===== src/hw/rtl/smx_pkg.sv =====
// ----------------------------------------------------------------------------
// smx_pkg
// Shared widths, opcodes, error codes and controller/datapath bundles for the
// stack machine executor.
// ----------------------------------------------------------------------------
package smx_pkg;

  localparam int DEF_STACK_DEPTH = 1024;
  localparam int DEF_CODE_DEPTH  = 4096;

  localparam int OPW = 5;
  localparam int IW  = 32;
  localparam int WW  = 64;
  localparam int TW  = 12;
  localparam int EW  = 2;

  localparam logic [OPW-1:0] OP_HALT     = 5'd0;
  localparam logic [OPW-1:0] OP_IMM_I    = 5'd1;
  localparam logic [OPW-1:0] OP_IMM_F    = 5'd2;
  localparam logic [OPW-1:0] OP_CALL     = 5'd3;
  localparam logic [OPW-1:0] OP_EMIT     = 5'd4;
  localparam logic [OPW-1:0] OP_FRAME    = 5'd5;
  localparam logic [OPW-1:0] OP_RET      = 5'd6;
  localparam logic [OPW-1:0] OP_JMP      = 5'd7;
  localparam logic [OPW-1:0] OP_JF       = 5'd8;
  localparam logic [OPW-1:0] OP_JF_F     = 5'd9;
  localparam logic [OPW-1:0] OP_LOAD_A   = 5'd10;
  localparam logic [OPW-1:0] OP_LOAD_B   = 5'd11;
  localparam logic [OPW-1:0] OP_STORE_A  = 5'd12;
  localparam logic [OPW-1:0] OP_STORE_B  = 5'd13;
  localparam logic [OPW-1:0] OP_IADD     = 5'd14;
  localparam logic [OPW-1:0] OP_DADD     = 5'd15;
  localparam logic [OPW-1:0] OP_ILT      = 5'd16;
  localparam logic [OPW-1:0] OP_DLT      = 5'd17;

  localparam logic [EW-1:0] ERR_NONE = 2'd0;
  localparam logic [EW-1:0] ERR_OVF  = 2'd1;
  localparam logic [EW-1:0] ERR_UNF  = 2'd2;
  localparam logic [EW-1:0] ERR_OP   = 2'd3;

  localparam logic [WW-1:0] DBL_ONE  = 64'h3FF0_0000_0000_0000;
  localparam logic [WW-1:0] DBL_QNAN = 64'hFFF8_0000_0000_0000;

  typedef struct packed {
    logic load_item;
    logic rd_a;
    logic rd_b;
    logic cap_a;
    logic cap_b;
    logic fp_start;
    logic commit;
  } ctl_cmd_t;

  typedef struct packed {
    logic skip;
    logic need_a;
    logic need_b;
    logic is_fadd;
    logic fp_done;
    logic res_free;
  } ctl_sts_t;

endpackage


===== src/hw/rtl/smx_ctrl.sv =====
// ----------------------------------------------------------------------------
// smx_ctrl
// Instruction sequencer: decode, stack reads, execute, write back.
// ----------------------------------------------------------------------------
module smx_ctrl (
  input  logic              clk,
  input  logic              rst,
  input  logic              in_valid,
  output logic              in_ready,
  input  smx_pkg::ctl_sts_t sts,
  output smx_pkg::ctl_cmd_t cmd
);
  import smx_pkg::*;

  localparam logic [2:0] S_IDLE = 3'd0;
  localparam logic [2:0] S_DEC  = 3'd1;
  localparam logic [2:0] S_RA   = 3'd2;
  localparam logic [2:0] S_RB   = 3'd3;
  localparam logic [2:0] S_EXE  = 3'd4;
  localparam logic [2:0] S_FPW  = 3'd5;
  localparam logic [2:0] S_WB   = 3'd6;

  logic [2:0] state, state_next;

  always_comb begin
    cmd        = '0;
    in_ready   = 1'b0;
    state_next = state;
    case (state)
      S_IDLE: begin
        in_ready = 1'b1;
        if (in_valid) begin
          cmd.load_item = 1'b1;
          state_next    = S_DEC;
        end
      end
      S_DEC: begin
        if (!sts.skip && sts.need_a) begin
          cmd.rd_a   = 1'b1;
          state_next = S_RA;
        end else begin
          state_next = S_EXE;
        end
      end
      S_RA: begin
        cmd.cap_a = 1'b1;
        if (sts.need_b) begin
          cmd.rd_b   = 1'b1;
          state_next = S_RB;
        end else begin
          state_next = S_EXE;
        end
      end
      S_RB: begin
        cmd.cap_b  = 1'b1;
        state_next = S_EXE;
      end
      S_EXE: begin
        if (!sts.skip && sts.is_fadd) begin
          cmd.fp_start = 1'b1;
          state_next   = S_FPW;
        end else begin
          state_next = S_WB;
        end
      end
      S_FPW: begin
        if (sts.fp_done) state_next = S_WB;
      end
      S_WB: begin
        if (sts.res_free) begin
          cmd.commit = 1'b1;
          state_next = S_IDLE;
        end
      end
      default: state_next = S_IDLE;
    endcase
  end

  always_ff @(posedge clk) begin
    if (rst) begin
      state <= S_IDLE;
    end else begin
      state <= state_next;
    end
  end

endmodule


===== config.mk =====
export PLATFORM = sky130hd
export DESIGN_NAME = smx_ctrl
export DESIGN_NICKNAME = d
export VERILOG_FILES = /design/src/hw/rtl/smx_pkg.sv /design/src/hw/rtl/smx_ctrl.sv
export SDC_FILE = /design/constraint.sdc
export NUM_CORES = 1
export LEC_CHECK = 0
export BUFFER_PORTS_ARGS = -buffer_cell sky130_fd_sc_hd__clkbuf_2
export CAP_MARGIN = 20
export CORE_AREA = 4 4 41 43
export DETAILED_ROUTE_END_ITERATION = 6
export DIE_AREA = 0 0 45 47
export SLEW_MARGIN = 15
export SYNTH_ARGS = -nofsm -noshare
export SYNTH_HDL_FRONTEND = slang
export SYNTH_SLANG_ARGS = --single-unit

===== constraint.sdc =====
create_clock -name clk -period 1.09 [get_ports clk]
set_clock_uncertainty 0.1 [all_clocks]
set_input_delay 0.109 -clock clk [delete_from_list [all_inputs] [get_ports clk]]
set_output_delay 0.109 -clock clk [all_outputs]
set_load 0.005 [all_outputs]

==> flow_summary.json <==
{
  "worst_r2r_endpoint": "state[1]",
  "grt_use_total": 0.117,
  "largest_reg_flops": 3,
  "cts_tree": "built",
  "io_pins": 17,
  "htree_levels": 1,
  "ys_seq_elements": 3,
  "die_h_um": 47,
  "clock_latency_ns": 0.23,
  "grt_pass1_vias": 413,
  "powerDensity_nw_per_um2": 1610,
  "layout_common_cells": "clkbuf_2 (11), buf_6 (11), buf_4 (7)",
  "dp_worst_setup_slack_ns": -0.135,
  "crit_path_start": "state[1]",
  "timing.final.hold_violations": 0,
  "slowest_stage": "dfxtp_4",
  "syn_to_final_growth_pct": 157,
  "regArea_um2": 71.3,
  "slowest_delay_ns": 0.37,
  "startpoint_type": "flop",
  "clockBufferDepth": 2,
  "grt_max_degree": 8,
  "finalCriticalPeriod_ns": 1.34,
  "cts_sinks": 3,
  "max-cap-violations": 0,
  "synthXorXnorAreaFrac": 0,
  "slew_headroom": 0.854,
  "cp-end-kind": "primary output",
  "postRouteAntennaNets": 0,
  "arrival_ns": 1.14,
  "hold_start": "sts[0]",
  "postLayoutSetupSlackWorst_ns": -0.254,
  "yosysWarnings": 0,
  "fp.dieW_um": 45,
  "worstHoldPathType": "in -> reg",
  "numPortBuffers": 16,
  "gr-usage-met2": 0.212,
  "post_drt_wl_per_cell_um": 12.6,
  "synth_top_area_frac": 0.242,
  "r2r_slack_ns": -0.18,
  "drtIter0Drc": 3,
  "hold_path_depth": 2,
  "first_pass_iters": 3,
  "max_freq_ghz": 0.744,
  "root_buffer": "clkbuf_4",
  "maxSlewViolCount": 0,
  "vdd.ir_drop.worst_uv": 709,
  "hpwlAfterDp_um": 717,
  "drive_gt1_frac": 0.732,
  "violations": "negative setup slack",
  "worstHoldEndpoint": "state[1]",
  "met1_usage": 0.132,
  "synth-compound-area-share": 0.283,
  "dieArea_um2": 2120,
  "setup-violations-final": 11,
  "start_util": 0.190,
  "top_usage_layer": "met2",
  "synth_nets": 45,
  "clk_pin_slew_worst_paths_ns": 0.04,
  "routed_wl_um": 1090,
  "num_rows": 13,
  "nFillCells": 143,
  "crit_path_cell_trace": "nor3_4 > buf_6 > and2_4 > buf_6",
  "drcViolationCount": 0,
  "grt_overflow": 0,
  "synthMuxAreaShare": 0,
  "ys_seq_area_frac": 0.242,
  "rr_worst_depth": 5,
  "synth_cell_type_count": 16,
  "antenna_found_initial": 0,
  "r2r-start": "state[1]",
  "yosysTopAreaCell": "dfxtp_1",
  "worst_path_most_repeated_cell": "buf_6",
  "ys_top_cells_by_area": "dfxtp_1 (24%), nand2b_1 (15%), nor2_1 (9.1%), o21ai_0 (8.1%), o32ai_1 (7.1%)",
  "tritoncts.num_buffers": 3,
  "finalCritPeriodShare": 1.23,
  "finalSetupTns_ns": -2.10,
  "synth_top_family_by_area": "simple AND/OR/NAND/NOR gates",
  "via_per_inst": 4.72,
  "tightest_slew_ns": 0.219,
  "synth_simple_gate_area_frac": 0.394,
  "regMostFlops": "state",
  "synthAdderAreaFrac": 0,
  "core_area_um2": 1300,
  "grt_pass1_wl_um": 1770,
  "status": "complete, but fails checks",
  "reg.largest.list": "state (3)",
  "via_count": 406,
  "syn_area_per_cell_um2": 6.88,
  "antennaDiodeCount": 0,
  "cp_max_fo": 7,
  "met3_usage": 0.0115,
  "critPathKind": "reg -> out",
  "synth.cell_area_um2": 248,
  "nNetsFinal": 81,
  "required_ns": 0.88,
  "gp_congestion": 0.800,
  "multi_input_area_um2": 253,
  "syn_inst": 36,
  "rsz0062_at_grt": "true",
  "leakage_nw": 0.282
}
[through the flow]
step / instance area, um2 / utilization / instances / total power, mW / hold slack, ns
final: 636 / 0.488 / 86 / 1.02 / 0.0265
after global routing: 636 / 0.488 / 86 / 1.10 / 0.0213
after CTS: 579 / 0.445 / 83 / 0.912 / 0.0158
after detailed placement: 434 / 0.334 / 75 / 0.568 / 0.209
after global placement: 434 / 0.334 / 75 / 0.565 / 0.209
after floorplan: 275 / - / 36 / 0.373 / 0.0877
[synth_stat cells, drive strengths merged]
cell	instances
inv	4
nand2	1
buf	1
nor3	3
and2	1
nor2	6
a311oi	1
o32ai	2
o21ai	4
a221oi	1
a221o	1
nand2b	6
dfxtp	3
nor4	1
a21oi	1
[final cells by class]
class,count,area share
Multi-Input combinational cell,28,0.398
Timing Repair Buffer,32,0.396
Sequential cell,3,0.112
Clock buffer,4,0.0413
Tap cell,15,0.0295
Inverter,4,0.0236
[cell families after synthesis]
group | count (synthesis)
AOI/OAI and AO/OA | 10
buffers and inverters | 5
DFF | 3
and+or+nand+nor | 18
[timing repair]
item,4_1_cts,5_1_grt
gates resized for setup,23,8
setup endpoints to repair,11,11
hold buffers,1,0
buffers inserted,3,3
pin swaps,9,2
hold endpoints to repair,1,0
[power breakdown]
part           internal [mW]  total, mW  switching [mW]  leakage, nW
clock                  0.137      0.196          0.0589       0.0150
combinational          0.377      0.621           0.244        0.240
sequential             0.146      0.204          0.0575       0.0267
total                  0.660       1.02           0.360        0.282
[worst max path at each step]
stage	end	slack, ns
floorplan	state[1]	-0.006
global placement	state[1]	-0.09
detailed placement	state[0]	-0.14
CTS	cmd[6]	-0.26
global route	cmd[1]	-0.30
finish	cmd[6]	-0.25
[metal layers]
| layer | vias up | share of wire |
|---|---|---|
| li1 | 200 | - |
| met1 | 193 | 0.39 |
| met2 | 11 | 0.56 |
| met3 | 2 | 0.044 |
| met4 | 0 | 0.0092 |
| met5 | - | 0 |
[critical path: cells and delay by family, from the launching register on]
family / cells / cell delay (ns)
and+or+nand+nor: 2 / 0.33
DFF: 1 / 0.37
buffers and inverters: 2 / 0.20
Note: power is estimated with default switching activity, not from simulation.
